### src/design/brd_pkg.sv
// Shared types and opcodes for the bounded record deque.
// No dependencies; used by brd_cell, brd_ctrl and bounded_record_deque.
`timescale 1ns / 1ps

package brd_pkg;

  typedef enum logic [2:0] {
    OP_INS_HEAD = 3'd0,
    OP_INS_TAIL = 3'd1,
    OP_RM_HEAD  = 3'd2,
    OP_RM_TAIL  = 3'd3,
    OP_RD_HEAD  = 3'd4,
    OP_RD_TAIL  = 3'd5,
    OP_RD_INDEX = 3'd6,
    OP_SIZE     = 3'd7
  } op_e;

  localparam int unsigned CountOutBits = 9;
  localparam int unsigned PositionBits = 8;

  // Per-cycle commands broadcast to every cell of the row.
  typedef struct packed {
    logic shift_up;  // insert at head: every record moves one place toward the tail
    logic shift_dn;  // remove head: every record moves one place toward the head
    logic load_rd;   // copy each record into its cell's read line register
    logic shift_rd;  // move the read line one cell toward the head
  } cell_ctrl_t;

endpackage

### src/design/brd_cell.sv
// One storage cell of the deque row: a record register and a read line register.
// Depends on brd_pkg for the command struct.
`timescale 1ns / 1ps

module brd_cell #(
  parameter int unsigned RECORD_BITS = 32
) (
  input  logic                    clk_i,
  input  brd_pkg::cell_ctrl_t     ctrl_i,
  input  logic                    tail_sel_i,
  input  logic [RECORD_BITS-1:0]  rec_i,
  input  logic [RECORD_BITS-1:0]  lo_data_i,
  input  logic [RECORD_BITS-1:0]  hi_data_i,
  input  logic [RECORD_BITS-1:0]  rd_hi_i,
  output logic [RECORD_BITS-1:0]  data_o,
  output logic [RECORD_BITS-1:0]  rd_o
);

  logic [RECORD_BITS-1:0] data_q, data_d;
  logic [RECORD_BITS-1:0] rd_q, rd_d;

  always_comb begin
    data_d = data_q;
    if (ctrl_i.shift_up) begin
      data_d = lo_data_i;
    end else if (ctrl_i.shift_dn) begin
      data_d = hi_data_i;
    end else if (tail_sel_i) begin
      data_d = rec_i;
    end
  end

  always_comb begin
    rd_d = rd_q;
    if (ctrl_i.load_rd) begin
      rd_d = data_q;
    end else if (ctrl_i.shift_rd) begin
      rd_d = rd_hi_i;
    end
  end

  // Records are payload: their contents are meaningless until written.
  always_ff @(posedge clk_i) begin
    data_q <= data_d;
    rd_q   <= rd_d;
  end

  assign data_o = data_q;
  assign rd_o   = rd_q;

endmodule

### config.mk
export PLATFORM = sky130hd
export DESIGN_NAME = brd_cell
export DESIGN_NICKNAME = d
export VERILOG_FILES = /design/src/design/brd_pkg.sv /design/src/design/brd_cell.sv
export SDC_FILE = /design/constraint.sdc
export NUM_CORES = 1
export LEC_CHECK = 0
export ABC_AREA = 0
export CAP_MARGIN = 20
export CORE_UTILIZATION = 45
export DETAILED_ROUTE_END_ITERATION = 6
export DONT_BUFFER_PORTS = 1
export GPL_TIMING_DRIVEN = 0
export HOLD_SLACK_MARGIN = 0.02
export PLACE_DENSITY = 0.65
export SLEW_MARGIN = 10
export SYNTH_ARGS = -nofsm -noshare
export SYNTH_HDL_FRONTEND = slang
export SYNTH_SLANG_ARGS = --single-unit
### constraint.sdc
create_clock -name clk_i -period 2.6 [get_ports clk_i]
set_clock_uncertainty 0.15 [all_clocks]
set_input_delay 0.26 -clock clk_i [delete_from_list [all_inputs] [get_ports clk_i]]
set_output_delay 0.26 -clock clk_i [all_outputs]
set_load 0.01 [all_outputs]
==> run metrics, run 1 <==
fraction of layout cells with a size suffix above 1 20.8%; combinational group share of total power a little over an eighth; wire length on met2 approximately 4100 um; Max-Cap Viols 0; Sw Pwr 0.621 mW; Horiz. Die Dim ~86 um; antenna fix cells 0; LEAKAGE 1.67 nW; post-synthesis cell type count 13; worst hold margin between 0.04 and 0.05 ns; maximum clock frequency around 650 MHz; I/O Buffers 0; first-pass GRT wire length about 11000 um; Internal about 1.9 mW; vias per inst approximately 5.2; filler cell count ~540; CTS Buffer Depth 2; Setup crit start kind input pin; Detailed Place HPWL roughly 5000 um; std cell rows 30; via count about 2000; CTS resizes 0; total CTS buffers 9; Hold Startpoint rec_i[6]; area grow syn2layout 29.3%; worst slew pin tran between 0.7 and 0.8 ns; slowest stage cell on the critical path dlygate4sd3_1; CP top delay family buffers and inverters; Starting Density 46.8%; worst hold path class in -> reg; R2R depth 1; Register Area roughly 1900 um2; Antenna Nets Post-Route 0; Post-Syn Area per Cell 15.2 um2; largest net degree at the start of global routing 33; TritonCTS clock tree done; PwrDens between 600 and 700 nW/um2; die height between 80 and 90 um; Total GRT Usage between 20% and 30%; Post-Synthesis Cells approximately 210; setup TNS 0 ns; RD Place Congestion 0.717; CTS Sinks 64; Max VDD drop between 0.3 and 0.4 mV; wire length on met3 between 500 and 600 um; mapped cell area roughly 3200 um2; worst skew pair latency approximately 0.33 ns; Critical Path AT 1.47 ns; Tot Pwr ~2.5 mW; CTS H-tree lvls 3; DP Area approximately 3300 um2; critical path type in -> reg; Final Cycle Share a little under 60%; delay of the slowest critical-path stage 0.56 ns; drt wl/cell 20.1 um; status complete, no violations; final count of hold timing violations 0; iteration-0 DRC count of the detailed router 50; Sw Ratio approximately 24%; Max-slew headroom a little under half; hold worst-path end data_o[6]; sequential power share around 56%; final wirelength roughly 7700 um; drt first pass iters 4; initial antenna violation count 0; M1 wire length about 3000 um; terminus of the critical flop-to-flop path rd_o[0]; Tmin final 1.54 ns; Layout Nets about 420; setup repair after global routing missed its margin no; worst-path maximum fanout 1; crit path capture type register; Mapped Nets 343; Highest Signal Layer met4; core box area 6790 um2; die area between 7000 and 8000 um2; Worst R2R Setup Slack between 1 and 1.5 ns; root buffer cell clkbuf_8; CP dominant cell by count dlygate4sd3_1; Req. time, crit path ~2.5 ns; Final setup viols 0; pins over their slew limit 0; FF+latch count, synth 64; vias in the first global route approximately 2000; Reg-to-Reg Start data_o[0]; Clk pwr share 31.4%; Critical Path, Cell by Cell dlygate4sd3_1, nand2_1, o21ai_1, dlygate4sd3_1; global route overflow 0; CP Buf/Inv Count 2; post-synthesis sequential area ratio about 60%; final non-filler cell area ~4100 um2; Hold Path Depth 2; Ys Warns 0; IO Count 198; clk slew on worst S/H paths around 0.070 ns; multi-input combinational cell area 1080 um2; DRC violations left 0
-- sequential cells by signal, indices dropped and copies added (netlist names) --
| register | count |
|---|---|
| rd_o | 32 |
| data_o | 32 |
-- stage by stage --
stage	utilization (%)	std cells	setup slack, ns
2_1_floorplan	-	209	0.777
3_3_place_gp	48.6	305	0.399
3_5_place_dp	48.6	305	0.771
4_1_cts	60.5	384	1.09
5_1_grt	60.5	384	1.04
6_report	60.5	384	1.06
-- metal layers --
metal,track usage (%),up-vias
li1,-,926
met1,23.9,957
met2,37.8,114
met3,6.06,8
met4,6.36,0
met5,0,-
-- Yosys cell counts --
cell	count	area [um2]
buf_12	6	120
o21ai_0	2	10.0
or3_1	1	6.26
buf_6	2	22.5
nand2_1	32	120
or2_1	1	6.26
edfxtp_1	64	1920
mux2_2	3	33.8
mux2_4	29	435
clkbuf_1	1	3.75
mux2i_1	32	320
buf_2	6	30.0
o21ai_1	30	150
-- kinds of logic after synthesis --
logic type,Yosys count,synth area share [%]
buf+inv,15,5.55
flops,64,60.4
simple gates,34,4.17
compound gates,32,5.04
mux,64,24.8
-- repair_timing --
item                                    CTS  global route
endpoints found under the setup margin    0             0
buffers inserted                          0             0
hold buffers                             63             0
hold endpoints to repair                 62             0
-- layout by cell type (no fill, tap or decap), types with 3 or more instances in the layout --
cell,count
mux2_4,29
o21ai_1,30
mux2i_1,32
buf_2,6
mux2_2,3
buf_12,6
clkbuf_8,9
dlygate4sd3_1,63
edfxtp_1,64
nand2_1,32
clkbuf_1,3
-- final cells by class --
cell class	instances	share of cell area [%]
well taps	96	2.92
multi-input cells	130	26.4
clock buffers	11	3.20
clock inverters	5	1.16
plain buffers	15	4.29
repair buffers	63	15.3
flip-flops and latches	64	46.7
-- worst max-delay path by stage --
stage	startpoint	to	slack, ns	cells after the start
floorplan	ctrl_i[1]	rd_o[0]	0.78	3
global route	lo_data_i[15]	data_o[15]	1.04	4
CTS	lo_data_i[15]	data_o[15]	1.09	4
finish	lo_data_i[15]	data_o[15]	1.06	4
global placement	ctrl_i[1]	rd_o[12]	0.40	3
detailed placement	ctrl_i[3]	data_o[0]	0.77	2
-- power groups by stage --
stage          clock network (mW)  registers [mW]  logic, mW
5_1_grt                     0.868            1.43      0.357
3_5_place_dp                    0            1.44      0.251
3_3_place_gp                    0            1.44      0.246
6_report                    0.800            1.42      0.330
2_1_floorplan                   0            1.41      0.212
4_1_cts                     0.819            1.42      0.329
No activity file was read; power rests on OpenSTA's default activity.
==> inputs of run 2 (changes only) <==
PLACE_DENSITY = 0.67   (was 0.65)
clock period = 1.3 ns   (was 2.6 ns; I/O delays follow)
==> run 2 against run 1 <==
The flow now stops in clock tree synthesis (4_1_cts); area after synthesis stayed put; synthesized cell count stayed put.
==> run metrics, run 2 <==
first error [ERROR RSZ-0060] Max buffer count reached.; hold buffer count at CTS 101; Post-CTS Setup Inserts 0; Top FF cell, synth edfxtp_1; Horiz. Die Dim around 86 um; CTS resizes 0; Post-Syn Area per Cell 15.2 um2; CTS Buffer Depth 2; root buffer cell clkbuf_8; I/O Buffers 0; Failed at clock tree synthesis (4_1_cts); commonest cells in the netlist edfxtp_1, mux2i_1, nand2_1; FF+latch count, synth 64; Post-synth EDFFs 64; Mapped Nets 343; Starting Density a little under half; Ys Warns 0; IO Count slightly below 200; top area cells in the synthesized netlist edfxtp_1, mux2_4, mux2i_1, o21ai_1, buf_12; RD Place Congestion slightly below 0.7; Detailed Place HPWL 4960 um; post-synthesis sequential area ratio around 60%; post-synthesis cell type count 13; die height 86.1 um; Yosys top cell by area edfxtp_1; CTS H-tree lvls 3; status aborted with a tool error; Post-Synthesis Cells 209; std cell rows 30; post-synthesis async set-or-reset flop share 0%; DP Area around 3300 um2; area share of the largest cell type after synthesis a little over 60%; most common cell in the synthesized netlist edfxtp_1; total CTS buffers 9; CTS Sinks 64; mapped cell area 3180 um2
run 2: cell counts after synthesis:
Identical to the previous run, type by type.
run 2: metrics by stage:
step | cells | hold WS, ns | setup slack, ns
2_1_floorplan | 209 | 0.171 | 0.0589
3_3_place_gp | 305 | 0.183 | -0.0875
3_5_place_dp | 305 | 0.181 | -0.0997
run 2: kinds of logic after synthesis:
| family | after synthesis | share of synthesized area, % |
|---|---|---|
| multiplexers | 64 | 24.8 |
| flip-flops | 64 | 60.4 |
| buffers and inverters | 15 | 5.55 |
| AO/OA/AOI/OAI | 32 | 5.04 |
| AND/OR/NAND/NOR | 34 | 4.17 |
==> inputs of run 3 (changes only) <==
CORE_UTILIZATION = 30   (was 45)
HOLD_SLACK_MARGIN = unset   (was 0.02)
PLACE_DENSITY = unset   (was 0.67)
PLACE_DENSITY_LB_ADDON = 0.15   (was unset)
clock period = 1.7 ns   (was 1.3 ns; I/O delays follow)
==> run 3 against run 2 <==
The flow now finishes without violations.
==> run metrics, run 3 (same netlist as run 1, synthesis figures left out) <==
CTS Sinks 64; I/O Buffers 0; setup TNS 0 ns; setup repair after global routing missed its margin no; largest net degree at the start of global routing 33; std cell rows 37; final wirelength approximately 8000 um; CTS H-tree lvls 3; clk slew on worst S/H paths ~0.070 ns; CP top delay family buffers and inverters; Critical Path AT ~1.4 ns; Tmin final approximately 1.5 ns; Starting Density a little under a third; critical path type in -> reg; vias per inst between 4 and 5; pins over their slew limit 0; slowest stage cell on the critical path dlygate4sd3_1; Setup crit start kind input pin; Critical Path, Cell by Cell dlygate4sd3_1, nand2_1, o21ai_1, dlygate4sd3_1; TritonCTS clock tree done; die height between 100 and 150 um; maximum clock frequency ~670 MHz; PwrDens a little under 900 nW/um2; area grow syn2layout 41.0%; crit path capture type register; Internal around 3.0 mW; total CTS buffers 9; iteration-0 DRC count of the detailed router between 80 and 90; drt first pass iters 5; CP Buf/Inv Count 2; die area roughly 11000 um2; Horiz. Die Dim 105 um; combinational group share of total power between 10% and 20%; RD Place Congestion around 0.72; Layout Nets 449; vias in the first global route between 2000 and 2500; commonest non-fill, non-tap cell in the layout dlygate4sd3_1; via count between 2000 and 2500; drt wl/cell 17.6 um; CP dominant cell by count dlygate4sd3_1; Clk pwr share 31.2%; most frequent cells in the layout dlygate4sd3_1, edfxtp_1, mux2i_1, nand2_1, o21ai_1; first-pass GRT wire length between 10000 and 15000 um; Final Cycle Share around nine tenths; Antenna Nets Post-Route 0; busiest grt layer met2; LEAKAGE ~1.8 nW; Sw Pwr between 0.9 and 1 mW; worst hold margin 0.0593 ns; fraction of layout cells with a size suffix above 1 a little under a fifth; Sw Ratio between 20% and 30%; hold buffer count at CTS 95; global route overflow 0; status complete, no violations; worst slew pin tran 0.826 ns; final count of hold timing violations 0; antenna fix cells 0; worst-path maximum fanout 1; Final setup viols 0; Detailed Place HPWL 5270 um; root buffer cell clkbuf_8; Max-slew headroom 44.9%; met1 usage ~14%; Req. time, crit path 1.63 ns; met3 Use GR between 4 and 5%; initial antenna violation count 1; CTS resizes 0; GRT met2 Usage between 20 and 30%; core box area 10300 um2; worst skew pair latency between 0.3 and 0.4 ns; IO Count 198; sequential power share between 50 and 60%; Total GRT Usage between 10% and 20%; Max-Cap Viols 0; CTS Buffer Depth 2; Post-CTS Setup Inserts 0; DRC violations left 0; delay of the slowest critical-path stage between 0.5 and 0.6 ns; Max VDD drop between 0.4 and 0.5 mV; worst hold path class in -> reg
-- run 3: layout make-up --
type                            count  area (um2)
Buffer                             15         176
Clock buffer                       12         135
Timing Repair Buffer               95         951
Clock inverter                      4        45.0
Multi-Input combinational cell    130        1080
Tap cell                          136         170
Sequential cell                    64        1920
Fill cell                         953        5840
-- run 3: power groups by stage --
stage | clock (mW) | combinational [mW] | sequential, mW
after global placement | 0 | 0.382 | 2.20
final | 1.25 | 0.595 | 2.16
after global routing | 1.36 | 0.643 | 2.18
after detailed placement | 0 | 0.389 | 2.20
after floorplan | 0 | 0.324 | 2.15
after CTS | 1.31 | 0.597 | 2.16
-- run 3: per-layer routing --
layer | vias up | wire length (um)
met3 | 14 | 533
met5 | - | 16
li1 | 991 | -
met2 | 106 | 4380
met1 | 1024 | 2960
met4 | 2 | 148
-- run 3: metrics by stage --
step                setup WS [ns]  area, um2  instances  util, %  total power, mW
CTS                         0.240       4480        456     43.4             4.07
floorplan                  0.0708       3180        209        -             2.48
finish                      0.202       4480        456     43.4             4.01
detailed placement        -0.0578       3350        345     32.5             2.59
global route                0.175       4480        456     43.4             4.18
global placement           -0.486       3350        345     32.5             2.58
-- run 3: worst paths after layout --
path / start / endpoint / slack [ns] / cells after the start
min: rec_i[0] / data_o[0] / 0.06 / 2
max reg2reg: data_o[11] / rd_o[11] / 0.56 / 1
max: lo_data_i[23] / data_o[23] / 0.20 / 4
min reg2reg: data_o[5] / rd_o[5] / 0.51 / 1
