`config.mk`:
```
export PLATFORM = sky130hd
export DESIGN_NAME = brd_ctrl
export DESIGN_NICKNAME = d
export VERILOG_FILES = /design/src/design/brd_pkg.sv /design/src/design/brd_ctrl.sv
export SDC_FILE = /design/constraint.sdc
export NUM_CORES = 1
export LEC_CHECK = 0
export BUFFER_PORTS_ARGS = -buffer_cell sky130_fd_sc_hd__buf_2
export CAP_MARGIN = 10
export CORE_UTILIZATION = 30
export CTS_CLUSTER_SIZE = 25
export DETAILED_ROUTE_END_ITERATION = 8
export PLACE_DENSITY_LB_ADDON = 0.12
export SYNTH_ARGS = -nofsm -noshare
export SYNTH_HDL_FRONTEND = slang
export SYNTH_SLANG_ARGS = --single-unit
```
`constraint.sdc`:
```
create_clock -name clk_i -period 3.3 [get_ports clk_i]
set_input_delay 0.495 -clock clk_i [delete_from_list [all_inputs] [get_ports clk_i]]
set_output_delay 0.495 -clock clk_i [all_outputs]
set_load 0.005 [all_outputs]
```
`src/design/brd_pkg.sv`:
```
// Shared types and opcodes for the bounded record deque.
// No dependencies; used by brd_cell, brd_ctrl and bounded_record_deque.
`timescale 1ns / 1ps

package brd_pkg;

  typedef enum logic [2:0] {
    OP_INS_HEAD = 3'd0,
    OP_INS_TAIL = 3'd1,
    OP_RM_HEAD  = 3'd2,
    OP_RM_TAIL  = 3'd3,
    OP_RD_HEAD  = 3'd4,
    OP_RD_TAIL  = 3'd5,
    OP_RD_INDEX = 3'd6,
    OP_SIZE     = 3'd7
  } op_e;

  localparam int unsigned CountOutBits = 9;
  localparam int unsigned PositionBits = 8;

  // Per-cycle commands broadcast to every cell of the row.
  typedef struct packed {
    logic shift_up;  // insert at head: every record moves one place toward the tail
    logic shift_dn;  // remove head: every record moves one place toward the head
    logic load_rd;   // copy each record into its cell's read line register
    logic shift_rd;  // move the read line one cell toward the head
  } cell_ctrl_t;

endpackage

```
`src/design/brd_ctrl.sv`:
```
// Sequencer of the deque: record count, operation decode, read line stepping
// and the output register. Depends on brd_pkg.
`timescale 1ns / 1ps

module brd_ctrl #(
  parameter int unsigned CAPACITY    = 256,
  parameter int unsigned RECORD_BITS = 32,
  localparam int unsigned CntW = $clog2(CAPACITY + 1),
  localparam int unsigned IdxW = $clog2(CAPACITY)
) (
  input  logic                                clk_i,
  input  logic                                rst_ni,
  input  logic                                in_valid_i,
  output logic                                in_ready_o,
  input  brd_pkg::op_e                        opcode_i,
  input  logic [brd_pkg::PositionBits-1:0]    position_i,
  input  logic [RECORD_BITS-1:0]              head_data_i,
  input  logic [RECORD_BITS-1:0]              rd_head_i,
  output brd_pkg::cell_ctrl_t                 cell_ctrl_o,
  output logic                                wr_tail_o,
  output logic [CntW-1:0]                     count_o,
  output logic                                out_valid_o,
  input  logic                                out_ready_i,
  output logic [RECORD_BITS-1:0]              read_data_o,
  output logic                                read_valid_o,
  output logic                                accepted_o,
  output logic [brd_pkg::CountOutBits-1:0]    list_count_o
);

  localparam int unsigned CmpW = (CntW > brd_pkg::PositionBits) ? CntW
                                                                : brd_pkg::PositionBits;

  typedef enum logic {
    ST_IDLE,
    ST_BUSY
  } state_e;

  state_e          state_q;
  logic [CntW-1:0] count_q, count_d;
  logic [IdxW-1:0] steps_q, steps;
  logic            out_valid_q;
  logic            pend_valid_q, pend_acc_q;
  logic [RECORD_BITS-1:0] out_data_q;
  logic            out_rvalid_q, out_acc_q;
  logic [CntW-1:0] out_count_q;

  logic take, full, empty, out_free, op_ok, rvalid, direct, emit_pend;

  assign in_ready_o = (state_q == ST_IDLE);
  assign take       = in_valid_i && in_ready_o;
  assign full       = (count_q == CntW'(CAPACITY));
  assign empty      = (count_q == '0);
  assign out_free   = !out_valid_q || out_ready_i;

  always_comb begin
    op_ok  = 1'b1;
    rvalid = 1'b0;
    steps  = '0;
    unique case (opcode_i)
      brd_pkg::OP_INS_HEAD, brd_pkg::OP_INS_TAIL: op_ok = !full;
      brd_pkg::OP_RM_HEAD, brd_pkg::OP_RM_TAIL:   op_ok = !empty;
      brd_pkg::OP_RD_HEAD: rvalid = !empty;
      brd_pkg::OP_RD_TAIL: begin
        rvalid = !empty;
        if (!empty) begin
          steps = IdxW'(count_q - CntW'(1));
        end
      end
      brd_pkg::OP_RD_INDEX: begin
        rvalid = (CmpW'(position_i) < CmpW'(count_q));
        if (rvalid) begin
          steps = IdxW'(position_i);
        end
      end
      brd_pkg::OP_SIZE: ;
      default: ;
    endcase
  end

  // A result leaves straight from the accepting cycle when no read line
  // stepping is needed and the output register can take it.
  assign direct    = take && (steps == '0) && out_free;
  assign emit_pend = (state_q == ST_BUSY) && (steps_q == '0) && out_free;

  always_comb begin
    count_d     = count_q;
    cell_ctrl_o = '0;
    wr_tail_o   = 1'b0;
    if (take && op_ok) begin
      unique case (opcode_i)
        brd_pkg::OP_INS_HEAD: begin
          count_d              = count_q + CntW'(1);
          cell_ctrl_o.shift_up = 1'b1;
        end
        brd_pkg::OP_INS_TAIL: begin
          count_d   = count_q + CntW'(1);
          wr_tail_o = 1'b1;
        end
        brd_pkg::OP_RM_HEAD: begin
          count_d              = count_q - CntW'(1);
          cell_ctrl_o.shift_dn = 1'b1;
        end
        brd_pkg::OP_RM_TAIL: count_d = count_q - CntW'(1);
        default: ;
      endcase
    end
    cell_ctrl_o.load_rd  = take && rvalid;
    cell_ctrl_o.shift_rd = (state_q == ST_BUSY) && (steps_q != '0);
  end

  always_ff @(posedge clk_i or negedge rst_ni) begin
    if (!rst_ni) begin
      state_q     <= ST_IDLE;
      count_q     <= '0;
      steps_q     <= '0;
      out_valid_q <= 1'b0;
    end else begin
      count_q <= count_d;
      if (direct || emit_pend) begin
        out_valid_q <= 1'b1;
      end else if (out_ready_i) begin
        out_valid_q <= 1'b0;
      end
      unique case (state_q)
        ST_IDLE: begin
          if (take && !direct) begin
            steps_q <= steps;
            state_q <= ST_BUSY;
          end
        end
        ST_BUSY: begin
          if (steps_q != '0) begin
            steps_q <= steps_q - IdxW'(1);
          end else if (out_free) begin
            state_q <= ST_IDLE;
          end
        end
        default: state_q <= ST_IDLE;
      endcase
    end
  end

  // The count travels with the result word, so a later operation cannot
  // change a word that is still waiting at the output.
  always_ff @(posedge clk_i) begin
    if (take) begin
      pend_valid_q <= rvalid;
      pend_acc_q   <= op_ok;
    end
    if (direct) begin
      out_data_q   <= rvalid ? head_data_i : '0;
      out_rvalid_q <= rvalid;
      out_acc_q    <= op_ok;
      out_count_q  <= count_d;
    end else if (emit_pend) begin
      out_data_q   <= pend_valid_q ? rd_head_i : '0;
      out_rvalid_q <= pend_valid_q;
      out_acc_q    <= pend_acc_q;
      out_count_q  <= count_q;
    end
  end

  assign count_o      = count_q;
  assign out_valid_o  = out_valid_q;
  assign read_data_o  = out_data_q;
  assign read_valid_o = out_rvalid_q;
  assign accepted_o   = out_acc_q;
  assign list_count_o = brd_pkg::CountOutBits'(out_count_q);

  a_count_bound: assert property (@(posedge clk_i) disable iff (!rst_ni)
    count_q <= CntW'(CAPACITY))
    else $error("record count above capacity");

  a_insert_grows: assert property (@(posedge clk_i) disable iff (!rst_ni)
    (take && !full && (opcode_i == brd_pkg::OP_INS_HEAD || opcode_i == brd_pkg::OP_INS_TAIL))
    |=> count_q == $past(count_q) + CntW'(1))
    else $error("accepted insert did not grow the count");

  a_step_down: assert property (@(posedge clk_i) disable iff (!rst_ni)
    (state_q == ST_BUSY && steps_q != '0) |=> steps_q == $past(steps_q) - IdxW'(1))
    else $error("read line step counter did not advance");

  a_busy_holds_count: assert property (@(posedge clk_i) disable iff (!rst_ni)
    (state_q == ST_BUSY) |=> count_q == $past(count_q))
    else $error("count changed while an operation was in flight");

  a_no_drop: assert property (@(posedge clk_i) disable iff (!rst_ni)
    (out_valid_q && !out_ready_i) |=> out_valid_q)
    else $error("pending result dropped");

endmodule
```
==> qor.yml, run 1 <==
syn-instance-count: 310
crit_type: "reg2out"
max_cap_violations: 0
synth_top_cell_area_share: 0.384
setup_viol: 0
setup-tns-final_ps: 0
firstDrtPassIters: 4
drc_errors: 0
fin_crit_ps: 2970
async_flop_share: 0.297
grt_max_degree: 28
clkTransAtPathRegs_ps: 60
synth.most_common_cell: "edfxtp_1"
grt_pass1_vias: 2797
cts_tree: "yes"
rsz0062_at_grt: "false"
die_height_um: 110
hp-class: "in2async"
synth_area_um2: 3520
ir_drop_v: 0.000277
relSlewSlack: 0.622
initial_utilization: 0.309
ant_nets: 0
cp-end-kind: "output port"
insertion_delay_ps: 330
antenna_found_initial: 0
gp_congestion: 0.858
holdWs_ps: 143
rr_worst_depth: 8
clk_path_buf_depth: 2
cpMaxStageDelayCell: "or4_1"
fin_crit_sh: 0.901
nNetsFinal: 550
fill_cells: 1168
n_antenna_cell: 0
dpl.hpwl_um: 7570
drive_gt1_frac: 0.411
final_util: 0.417
ys_types: 52
grt_pass1_wl_um: 14800
cpPeakStageDelay_ps: 560
syn_area_per_cell_um2: 11.4
synth_common_cells: "edfxtp_1, a22o_1, nor2_1, dfrtp_1, xnor2_1"
track_usage: 0.166
area_growth_pct: 35.0
synth_top_cell_by_area: "edfxtp_1"
timing.fmax_mhz: 336
cp-start-kind: "flop"
power.leakage_nw: 2.09
synth_area_leaders: "edfxtp_1, dfrtp_1, a22o_1, xnor2_1, ha_1"
power_density_nw_per_um2: 589
crit_fanout: 4
via_count: 3025
post_cts_buffers: 0
worst_pin_slew_ps: 566
overflow: 0
final_max_slew_viol_count: 0
ios: 138
cts_buffers: 9
drt-total-wl_um: 10200
ys_ff_latch: 64
cp.required_ps: 2800
syn_nets: 399
dieArea_um2: 12200
skew_ps: 7.27
core_area_um2: 11400
crit_chain: "or4_1, or3_1, or3_1, and3_1, buf_2"
ys_seq_area_frac: 0.518
yosys_most_used_dff: "edfxtp_1"
yosys_warnings: 0
synth_edf_count: 45
h-tree-depth: 3
wl_per_cell_um: 16.7
status: "finished clean"
first_iter_violations: 158
cp.arrival_ps: 2480
rows: 39
hold_viol_final: 0
cts_sinks: 64
io_buffers: 137
cts_root_buf: "clkbuf_16"
crit_top_cell: "or3_1"
die_width_um: 110
avgViaCountPerCell: 4.98
## power by group
part | total (W) | internal, W | switching [W]
Clock | 0.000933 | 0.000577 | 0.000356
Combinational | 0.000779 | 0.000374 | 0.000406
Sequential | 0.00109 | 0.000992 | 0.0000951
Total | 0.00280 | 0.00194 | 0.000857
## repair_timing
action	CTS	global route
setup endpoints to repair	0	11
resized for setup	0	1
hold buffers	0	0
## final timing paths
check | from | endpoint | slack [ps]
min in group clk_i | rd_head_i[26] | read_data_o[26] | 450
max reg2reg | count_o[1] | read_data_o[17] | 440
max in group asynchronous | rst_ni | count_o[3] | 2800
max | count_o[5] | cell_ctrl_o[2] | 330
min | rst_ni | steps_q[7] | 140
min reg2reg | pend_acc_q | accepted_o | 560
## sequential cells by signal, summed over array words and instances (netlist names)
signal / flops
list_count_o: 9
count_o: 9
pend_valid_q: 1
pend_acc_q: 1
state_q: 1
read_valid_o: 1
out_valid_o: 1
read_data_o: 32
accepted_o: 1
steps_q: 8
## cell usage in the layout (no fill, tap or decap), types with 4 or more instances in the layout
cell type and count:
or3_1 6, ha_1 10, xnor2_1 19, o21ai_0 5, nand3_1 9, nor3_1 4, inv_1 15, a21oi_1 5
edfxtp_1 45, mux2_2 6, nor2b_1 4, a22oi_1 5, buf_2 137, xor2_1 6, nand4_1 4, clkbuf_16 9
nor2_1 27, a22o_1 33, nand2_1 11, buf_4 22, nand2b_1 5, dfrtp_1 19
## critical path: cells and delay by family, from the launching register on
family | cells | cell delay, ps
simple gates | 4 | 1620
buf+inv | 1 | 120
flops | 1 | 400
## metal layers
| metal | GRT usage | vias up | routed length [um] |
|---|---|---|---|
| met5 | 0 | - | 0 |
| met4 | 0.0573 | 0 | 121 |
| met3 | 0.0423 | 11 | 722 |
| met2 | 0.274 | 112 | 4680 |
| met1 | 0.211 | 1430 | 4640 |
| li1 | - | 1472 | - |
## cell type report
type / instances / area, um^2 / share of cell area
flip-flops and latches: 64 / 1830 / 0.384
multi-input cells: 211 / 1540 / 0.323
repair buffers: 160 / 871 / 0.183
clock buffers: 9 / 225 / 0.0474
well taps: 143 / 179 / 0.0376
clock inverters: 6 / 61.3 / 0.0129
inverters: 15 / 56.3 / 0.0118
## kinds of logic (layout without fill, tap and decap cells)
group                    count (synthesis)  after routing  synth area share
buffers and inverters                   35            190            0.0476
AND/OR/NAND/NOR                         90             90             0.131
AO/OA/AOI/OAI                           78             78             0.180
multiplexers                             8              8            0.0249
flip-flops                              64             64             0.518
adder cells (fa/ha/maj)                 10             10            0.0355
XOR/XNOR                                25             25            0.0621
## per-stage QoR
step           worst slack, ps  power, W  cell area [um^2]  cells
3_3_place_gp               143   0.00187              4460    593
6_report                   326   0.00280              4760    608
5_1_grt                    197   0.00297              4760    608
2_1_floorplan              218   0.00157              3530    310
4_1_cts                   84.4   0.00283              4750    608
3_5_place_dp             0.798   0.00188              4460    593
(Power assumes the default switching activity.)
==> run 2: changes to the inputs <==
Clock period 3.3 ns to 3.8 ns, I/O delays scaled along.
==> run 2 against run 1 <==
Total power decreased by 15%. Largest power group unchanged. Non-clock buffer count decreased by 14. Clock skew about the same. Register-to-register slack better by 280 ps. Critical path type unchanged. Global-route usage is 0.94 points lower. Cell area fell by 2.1%. Critical path depth increased by 4. Via count is 3.3% lower. Core utilization shrank 0.85 points.
==> qor.yml, run 2 (same netlist as run 1, synthesis figures left out) <==
die_width_um: 110
fin_crit_ps: 3210
gp_congestion: 0.849
seq_area_um2: 1830
crit_chain: "inv_1, ha_1, a211oi_1, o311ai_0, a211oi_1, buf_4, nor2_1, nor2_1, buf_2"
clock_power_share: 0.340
dieArea_um2: 12200
clkTransAtPathRegs_ps: 60
fin_crit_sh: 0.846
ctsHoldBuffers: 0
switchingPower_w: 0.000722
core_area_um2: 11400
avgViaCountPerCell: 4.92
pwr-share-comb: 0.253
pre_cts_ws_ps: 713
crit_type: "reg2out"
cpPeakStageDelay_ps: 520
power.leakage_nw: 2.01
drt-total-wl_um: 9580
p_sw_frac: 0.303
cts-resized-gates: 0
grt_pass1_wl_um: 14000
firstDrtPassIters: 4
worst_pin_slew_ps: 684
power_density_nw_per_um2: 512
antenna_found_initial: 0
io_buffers: 137
via_count: 2926
ant_nets: 0
worst_slack_ps: 587
setup-tns-final_ps: 0
sequentialPowerShare: 0.407
dpl.hpwl_um: 7360
status: "finished clean"
hp-class: "in2async"
cpMaxStageDelayCell: "dfrtp_1"
final_max_slew_viol_count: 0
post_cts_buffers: 0
cp.required_ps: 3230
hold_viol_final: 0
p_int_w: 0.00166
area_growth_pct: 32.2
cts_buffers: 9
final_util: 0.408
nNetsFinal: 536
relSlewSlack: 0.540
first_iter_violations: 144
setup_viol: 0
multi_input_area_um2: 1530
largest_reg_flops: 32
final_common_cell: "buf_2"
cp.arrival_ps: 2640
track_usage: 0.157
crit_fanout: 11
cts_tree: "yes"
cp-start-kind: "flop"
design_area_um2: 4660
die_height_um: 110
cp-end-kind: "output port"
n_antenna_cell: 0
cts_sinks: 64
insertion_delay_ps: 330
layout_common_cells: "buf_2, edfxtp_1, a22o_1"
h-tree-depth: 3
timing.fmax_mhz: 311
skew_ps: 7.12
drc_errors: 0
fin_cells: 595
initial_utilization: 0.309
grt_max_degree: 34
placed_area_um2: 4360
dp_cells: 579
rows: 39
grt_pass1_vias: 2694
drive_gt1_frac: 0.392
overflow: 0
cts_root_buf: "clkbuf_16"
ios: 138
clk_path_buf_depth: 2
max_cap_violations: 0
rsz0062_at_grt: "false"
fill_cells: 1183
wl_per_cell_um: 16.1
ir_drop_v: 0.000203
run 2: power groups by stage:
stage,clock [W],combinational (W),sequential (W)
final,0.000811,0.000603,0.000969
after global routing,0.000856,0.000677,0.000985
after CTS,0.000828,0.000609,0.000966
after detailed placement,0,0.000608,0.000979
after global placement,0,0.000604,0.000976
after floorplan,0,0.000406,0.000957
run 2: layer usage:
metal  up-vias  track usage  part of all wire
met1      1347        0.204              0.46
met4         0       0.0611             0.014
li1       1446            -                 -
met2       122        0.249              0.45
met5         -            0                 0
met3        11       0.0412             0.085
run 2: path summary, 6_finish.rpt:
path / slack [ps] / startpoint / end / cells after the start
max: 590 / count_o[6] / cell_ctrl_o[1] / 9
min: 210 / rst_ni / steps_q[1] / 1
max reg2reg: 720 / count_o[5] / read_data_o[2] / 6
min reg2reg: 570 / pend_acc_q / accepted_o / 1
max in group asynchronous: 3230 / rst_ni / count_o[4] / 1
min in group clk_i: 530 / rd_head_i[12] / read_data_o[12] / 2
run 2: final cells by class:
| type | instances | share of cell area |
|---|---|---|
| Sequential cell | 64 | 0.392 |
| Multi-Input combinational cell | 211 | 0.329 |
| Timing Repair Buffer | 146 | 0.164 |
| Clock buffer | 10 | 0.0492 |
| Tap cell | 143 | 0.0384 |
| Clock inverter | 6 | 0.0150 |
| Inverter | 15 | 0.0121 |
run 2: worst max-delay path, delay by kind of cell (launching register included):
kind,cells,cell delay (ps)
adders and majority gates,1,310
buffers and inverters,3,500
AOI/OAI and AO/OA,3,730
and+or+nand+nor,2,240
DFF,1,520
run 2: metrics by stage:
step                      total power [W]  hold WS (ps)
after floorplan                   0.00136           274
after global placement            0.00158           557
after detailed placement          0.00159           557
after CTS                         0.00240           214
after global routing              0.00252           238
final                             0.00238           213
